[src/rtl/multi_stack_shared_memory_core_assert.svh]
// assertion macros for the multi-stack shared memory core
// used by the controller; no other dependencies
`ifndef MULTI_STACK_SHARED_MEMORY_CORE_ASSERT_SVH
`define MULTI_STACK_SHARED_MEMORY_CORE_ASSERT_SVH

// same-cycle implication
`define MSSM_ASSERT_NOW(lbl, clk, rst, ante, cons) \
   lbl: assert property (@(posedge clk) disable iff (rst) (ante) |-> (cons)) \
      else $error("mssm assertion failed");

// next-cycle implication
`define MSSM_ASSERT_NXT(lbl, clk, rst, ante, cons) \
   lbl: assert property (@(posedge clk) disable iff (rst) (ante) |=> (cons)) \
      else $error("mssm assertion failed");

`endif

[src/rtl/mssm_pkg.sv]
// shared types and constants for the multi-stack shared memory core
// no dependencies
package mssm_pkg;

   localparam int STORE_WORDS     = 128;
   localparam int MAX_STACK_COUNT = 16;
   localparam int ADDR_W          = $clog2(STORE_WORDS);
   localparam int PTR_W           = ADDR_W + 1;
   localparam int IDX_W           = 4;
   localparam int CNT_W           = 5;
   localparam int DATA_W          = 32;

   typedef logic [PTR_W-1:0] ptr_type;

   // words per stack for an even split, indexed by stack count
   localparam ptr_type SHARE_TABLE [0:MAX_STACK_COUNT] = '{
      PTR_W'(STORE_WORDS),      PTR_W'(STORE_WORDS / 1),  PTR_W'(STORE_WORDS / 2),
      PTR_W'(STORE_WORDS / 3),  PTR_W'(STORE_WORDS / 4),  PTR_W'(STORE_WORDS / 5),
      PTR_W'(STORE_WORDS / 6),  PTR_W'(STORE_WORDS / 7),  PTR_W'(STORE_WORDS / 8),
      PTR_W'(STORE_WORDS / 9),  PTR_W'(STORE_WORDS / 10), PTR_W'(STORE_WORDS / 11),
      PTR_W'(STORE_WORDS / 12), PTR_W'(STORE_WORDS / 13), PTR_W'(STORE_WORDS / 14),
      PTR_W'(STORE_WORDS / 15), PTR_W'(STORE_WORDS / 16)
   };

   typedef enum logic [1:0] {
      ST_OK     = 2'd0,
      ST_EMPTY  = 2'd1,
      ST_FULL   = 2'd2,
      ST_BADIDX = 2'd3
   } status_type;

   typedef enum logic [3:0] {
      S_IDLE,
      S_CHECK,
      S_LSEARCH,
      S_HSEARCH,
      S_LCOPY,
      S_HCOPY,
      S_LFIX,
      S_HFIX,
      S_RESP
   } state_type;

   typedef struct packed {
      logic load;
      logic split;
      logic check;
      logic pop;
      logic push_here;
      logic ptr_dec;
      logic ptr_inc;
      logic ptr_hi;
      logic lo_start;
      logic hi_start;
      logic copy;
      logic fix_lo;
      logic fix_hi;
      logic emit_data;
   } cmd_type;

   typedef struct packed {
      logic is_pop;
      logic room;
      logic empty;
      logic out_of_use;
      logic ptr_zero;
      logic copy_done;
   } stat_type;

endpackage

[src/rtl/mssm_controller.sv]
// controller state machine: sequences checks, searches, copies and results
// depends on mssm_pkg and the assertion macro header
`include "multi_stack_shared_memory_core_assert.svh"

module mssm_controller import mssm_pkg::*; (
   input  logic       clock,
   input  logic       reset,
   input  logic       req_start,
   output logic       busy,
   input  logic       csr_valid,
   output logic       csr_ready,
   output logic       rsp_strobe,
   output logic [1:0] rsp_status,
   input  stat_type   stat,
   output cmd_type    cmd
);

   state_type  state_ff, state_in;
   status_type st_ff, st_in;

   always_ff @(posedge clock) begin
      if (reset) begin
         state_ff <= S_IDLE;
         st_ff    <= ST_OK;
      end else begin
         state_ff <= state_in;
         st_ff    <= st_in;
      end
   end

   always_comb begin
      state_in   = state_ff;
      st_in      = st_ff;
      cmd        = '0;
      busy       = state_ff != S_IDLE;
      csr_ready  = (state_ff == S_IDLE) && !req_start;
      rsp_strobe = 1'b0;
      rsp_status = st_ff;
      case (state_ff)
         S_IDLE: begin
            cmd.split = csr_valid && csr_ready;
            if (req_start) begin
               cmd.load = 1'b1;
               state_in = S_CHECK;
            end
         end
         S_CHECK: begin
            cmd.check = 1'b1;
            state_in  = S_RESP;
            if (stat.out_of_use) begin
               st_in = ST_BADIDX;
            end else if (stat.is_pop) begin
               if (stat.empty) begin
                  st_in = ST_EMPTY;
               end else begin
                  cmd.pop = 1'b1;
                  st_in   = ST_OK;
               end
            end else if (stat.room) begin
               cmd.push_here = 1'b1;
               st_in         = ST_OK;
            end else if (stat.ptr_zero) begin
               cmd.ptr_hi = 1'b1;
               state_in   = S_HSEARCH;
            end else begin
               cmd.ptr_dec = 1'b1;
               state_in    = S_LSEARCH;
            end
         end
         S_LSEARCH: begin
            if (stat.room) begin
               cmd.lo_start = 1'b1;
               state_in     = S_LCOPY;
            end else if (stat.ptr_zero) begin
               cmd.ptr_hi = 1'b1;
               state_in   = S_HSEARCH;
            end else begin
               cmd.ptr_dec = 1'b1;
            end
         end
         S_HSEARCH: begin
            if (stat.out_of_use) begin
               st_in    = ST_FULL;
               state_in = S_RESP;
            end else if (stat.room) begin
               cmd.hi_start = 1'b1;
               state_in     = S_HCOPY;
            end else begin
               cmd.ptr_inc = 1'b1;
            end
         end
         S_LCOPY: begin
            cmd.copy = 1'b1;
            if (stat.copy_done) begin
               state_in = S_LFIX;
            end
         end
         S_HCOPY: begin
            cmd.copy = 1'b1;
            if (stat.copy_done) begin
               state_in = S_HFIX;
            end
         end
         S_LFIX: begin
            cmd.fix_lo = 1'b1;
            st_in      = ST_OK;
            state_in   = S_RESP;
         end
         S_HFIX: begin
            cmd.fix_hi = 1'b1;
            st_in      = ST_OK;
            state_in   = S_RESP;
         end
         S_RESP: begin
            rsp_strobe    = 1'b1;
            cmd.emit_data = stat.is_pop && (st_ff == ST_OK);
            state_in      = S_IDLE;
         end
         default: begin
            state_in = S_IDLE;
         end
      endcase
   end

   `MSSM_ASSERT_NXT(a_accept_busy, clock, reset, req_start && !busy, busy)
   `MSSM_ASSERT_NOW(a_resp_busy, clock, reset, rsp_strobe, busy && !csr_ready)
   `MSSM_ASSERT_NXT(a_resp_single, clock, reset, rsp_strobe, !rsp_strobe && !busy)
   `MSSM_ASSERT_NXT(a_cfg_no_resp, clock, reset, csr_valid && csr_ready, !rsp_strobe)

endmodule

[config.mk]
export PLATFORM = sky130hd
export DESIGN_NAME = mssm_controller
export DESIGN_NICKNAME = d
export VERILOG_FILES = /design/src/rtl/mssm_pkg.sv /design/src/rtl/mssm_controller.sv
export VERILOG_INCLUDE_DIRS = /design/src /design/src/rtl
export SDC_FILE = /design/constraint.sdc
export NUM_CORES = 1
export LEC_CHECK = 0
export ABC_AREA = 1
export BUFFER_PORTS_ARGS = -buffer_cell sky130_fd_sc_hd__clkbuf_2
export CORE_AREA = 2 2 39 41
export DETAILED_ROUTE_END_ITERATION = 7
export DIE_AREA = 0 0 41 43
export PLACE_DENSITY = 0.74
export REMOVE_ABC_BUFFERS = 1
export SLEW_MARGIN = 0
export SYNTH_ARGS = -nofsm -noshare
export SYNTH_HDL_FRONTEND = slang
export SYNTH_SLANG_ARGS = --single-unit
[constraint.sdc]
create_clock -name clock -period 2.2 [get_ports clock]
set_input_delay 0.33 -clock clock [delete_from_list [all_inputs] [get_ports clock]]
set_output_delay 0.33 -clock clock [all_outputs]
set_load 0.005 [all_outputs]
Word-level counts from Yosys, hierarchy flattened
Index checks and enable logic that the tools add are counted.
Word-level totals
  bits in registers: 6
  bits in latches: 0
  RAM bits: 0
  bits in read-only memories: 0
  output and inout bits: 19
  word-level logic and storage cells: 74
  memories: 0
Cells by class
  $add $sub $neg: 0
  multipliers: 0
  div/mod/pow operators: 0
  order comparisons: 0
  eq/ne operators: 15
  shift operators: 0
  multiplexer cells: 45
  bitwise logic cells: 0
  reductions and logical operators: 12
Operators by type and width (count)
  $mux 4: 10
  $pmux 4 s7: 1
  $mux 1: 23
  $eq 4x3->1 const B: 4
  $mux 2: 6
  $eq 4x2->1 const B: 2
  $ne 2x2->1 const B: 4
  $mux 3: 2
  $ne 3x3->1 const B: 2
  $pmux 2 s3: 1
  $reduce_and 5->1: 1
  $eq 4x1->1 const B: 1
  $eq 4x4->1 const B: 1
  $logic_not 4->1: 1
  $ne 4x4->1 const B: 1
  $pmux 1 s2: 2
  $reduce_bool 4->1: 1
  $reduce_or 2->1: 2
  $logic_and 1x1->1: 3
  $reduce_and 3->1: 1
  $reduce_bool 3->1: 1
  $logic_not 2->1: 1
  $logic_not 1->1: 1

Longest topological paths before layout
  word-level depth: 5
  gate-level depth with buffers: 8
  depth with buffers taken out: 8

Worst setup path before layout
Ideal clock, no wire load.
  path kind: register to output
  start: register state_ff[3]
  end: output cmd[6] (netlist bit)
  arrival: 0.953 ns
  required time: 1.870 ns
  path slack: 0.917 ns
  cell stages (with the launch flop): 5
  path buffers: 0
  cells stage by stage: dfxtp_1 nor2_4 nand2_1 o21a_1 nor2_1
RTL lines
  from (decl): RTL line mssm_controller.sv:18  | state_type state_ff, state_in;
  from (signal assigned): RTL line mssm_controller.sv:26  | state_ff <= state_in;
  to (decl): RTL line mssm_controller.sv:15  | output cmd_type cmd

==> results.json <==
{
  "use_met2_pct": 26.6,
  "met3_usage_pct": 4.71,
  "cts_sinks": 6,
  "clock_path_buffers": 2,
  "hold_viol_final": 0,
  "start_util_pct": 37.9,
  "ys_ff_latch": 6,
  "finalCritPeriodShare_pct": 80.2,
  "final_cells": 137,
  "synth_largest_area_cell": "dfxtp_1",
  "first_iter_violations": 24,
  "drc": 0,
  "vias": 677,
  "n_antenna_cell": 0,
  "synth_compound_area_share_pct": 8.11,
  "syn_to_final_growth_pct": 34.8,
  "rsz0062_at_grt": "no",
  "end_kind": "output pin",
  "io_buffers": 28,
  "antenna_found_initial": 0,
  "p_leak_uw": 0.000428,
  "viasPerCell": 4.94,
  "synth-xor-area-share_pct": 0,
  "hpwl_um": 1180,
  "ys_seq_area_share_pct": 22.9,
  "min_period_ps": 1770,
  "core-area_um2": 1380,
  "synth_cell_types": 19,
  "synth-simple-area-share_pct": 56.1,
  "synth_top_family_by_area": "simple AND/OR/NAND/NOR gates",
  "arrival_ps": 1440,
  "avgSynthCellArea_um2": 5.83,
  "cp_max_fo": 9,
  "dr.pass1.iters": 4,
  "io_pins": 29,
  "clkTransAtPathRegs_ps": 50,
  "required_ps": 1870,
  "grt_remaining_overflow": 0,
  "cts_buffers": 3,
  "setup_viol": 0,
  "drtAntennaViolNets": 0,
  "hold_buffers": 0,
  "h-tree-depth": 1,
  "yosysWarnings": 0,
  "postCtsSetupBuffers": 0,
  "fin_tns_setup_ps": 0,
  "die_area_um2": 1760,
  "cts-resized-gates": 0,
  "hold_class": "in -> reg",
  "fin_nets": 133,
  "cts_tree": "done",
  "synth_area_um2": 524,
  "grt_util_met1_pct": 25.6,
  "regToRegSetupSlack_ps": 970,
  "slew_violations": 0,
  "avgRoutedWirePerCell_um": 10.2,
  "gp_congestion": 0.874,
  "grt_first_pass_wirelength_um": 2240,
  "grt_pass1_vias": 549,
  "relSlewSlack_pct": 82.7,
  "placement_rows": 14,
  "grt_max_degree": 10,
  "clock_skew_ps": 6.85,
  "top_usage_layer": "met2",
  "syn_inst": 90,
  "peakVddDrop_mv": 0.449,
  "synth_top_area_share_pct": 22.9,
  "wl_um": 1400,
  "synth_adder_area_share_pct": 0,
  "netlist_top_cells_area": "dfxtp_1, nand2_1, inv_1",
  "critPathKind": "reg -> out",
  "fp.dieW_um": 41,
  "cap_violations": 0,
  "fmax_mhz": 567,
  "status": "finished, final reports clean",
  "start_kind": "register",
  "layout-drive-gt1-share_pct": 33.1,
  "worst_pin_slew_ps": 258,
  "clockRootBuffer": "clkbuf_4",
  "dp.cells": 134,
  "synth_mux_area_share_pct": 0,
  "powerDensity_nw_per_um2": 979,
  "grt_usage_pct": 18.1,
  "clk_latency_ps": 240,
  "die_y_um": 43
}
## stage by stage
step / worst slack, ps / cell area, um2 / utilization (%) / hold WS, ps / total power (uW)
6_report: 435 / 707 / 51.1 / 346 / 692
5_1_grt: 363 / 707 / 51.1 / 341 / 773
2_1_floorplan: 917 / 524 / - / 399 / 456
4_1_cts: 450 / 707 / 51.1 / 341 / 697
3_5_place_dp: 670 / 684 / 49.5 / 509 / 593
3_3_place_gp: 711 / 684 / 49.5 / 498 / 591
## cells by family after synthesis
family                 after synthesis
and+or+nand+nor                     59
buffers and inverters               18
AOI/OAI and AO/OA                    7
DFF                                  6
## path summary, 6_finish.rpt
| kind | startpoint | to | cells after the start |
|---|---|---|---|
| worst max-delay path | state_ff[3] | cmd[6] | 5 |
| worst min-delay path | reset | rsp_status[0] | 2 |
| worst min register to register | rsp_status[1] | rsp_status[1] | 2 |
| worst max register to register | state_ff[2] | rsp_status[0] | 7 |
## synthesized netlist by cell type
cell      number
nor2_1        13
inv_2          1
a31oi_1        2
o21a_1         1
nor3b_2        1
o211ai_1       1
clkinv_1       1
nor2_4         1
nand3b_1       1
nor4_1         3
nand2_1       19
inv_1         16
nand4_1        3
nor3_1         1
a21oi_1        3
dfxtp_1        6
nand3_1       11
nand3_2        2
nor2_2         4
## metal layers
metal  share of wire (%)  routed length (um)
met5                   0                   0
met4                   0                   0
met3                 8.8                 123
met2                  44                 616
met1                  47                 657
## cell type report
type / instances / area, um2
inverters: 18 / 67.6
well taps: 16 / 20.0
repair buffers: 28 / 140
multi-input cells: 66 / 337
clock buffers: 3 / 22.5
flip-flops and latches: 6 / 120
fillers: 149 / 677
## critical path, cell delays in order (launching register included)
cell and delay, ps:
dfxtp_1 360, nor2_4 240, nand2_1 140, o21a_1 210, nor2_1 110, clkbuf_2 130
## where the power goes
part | internal [uW] | total [uW] | leakage [uW] | switching, uW
combinational | 158 | 409 | 0.000365 | 251
clock | 61.5 | 98.6 | 0.0000138 | 37.0
sequential | 144 | 185 | 0.0000492 | 41.1
total | 363 | 692 | 0.000428 | 329
## cell usage in the layout, fill, tap and decap left out
cell / synthesis / final
nor2_2: 4 / 4
o21a_1: 1 / 1
dfxtp_1: 6 / 6
nor2_4: 1 / 1
inv_1: 16 / 16
clkbuf_4: 0 / 3
nor4_1: 3 / 3
o211ai_1: 1 / 1
a21oi_1: 3 / 3
clkbuf_2: 0 / 28
a31oi_1: 2 / 2
inv_2: 1 / 1
nor2_1: 13 / 13
nand2_1: 19 / 19
nand4_1: 3 / 3
nor3b_2: 1 / 1
nand3_1: 11 / 11
nand3b_1: 1 / 1
nand3_2: 2 / 2
clkinv_1: 1 / 1
nor3_1: 1 / 1
## state kept, by name (all words and copies together) (netlist names)
register / cells
rsp_status: 2
state_ff: 4
(Power assumes the default switching activity.)
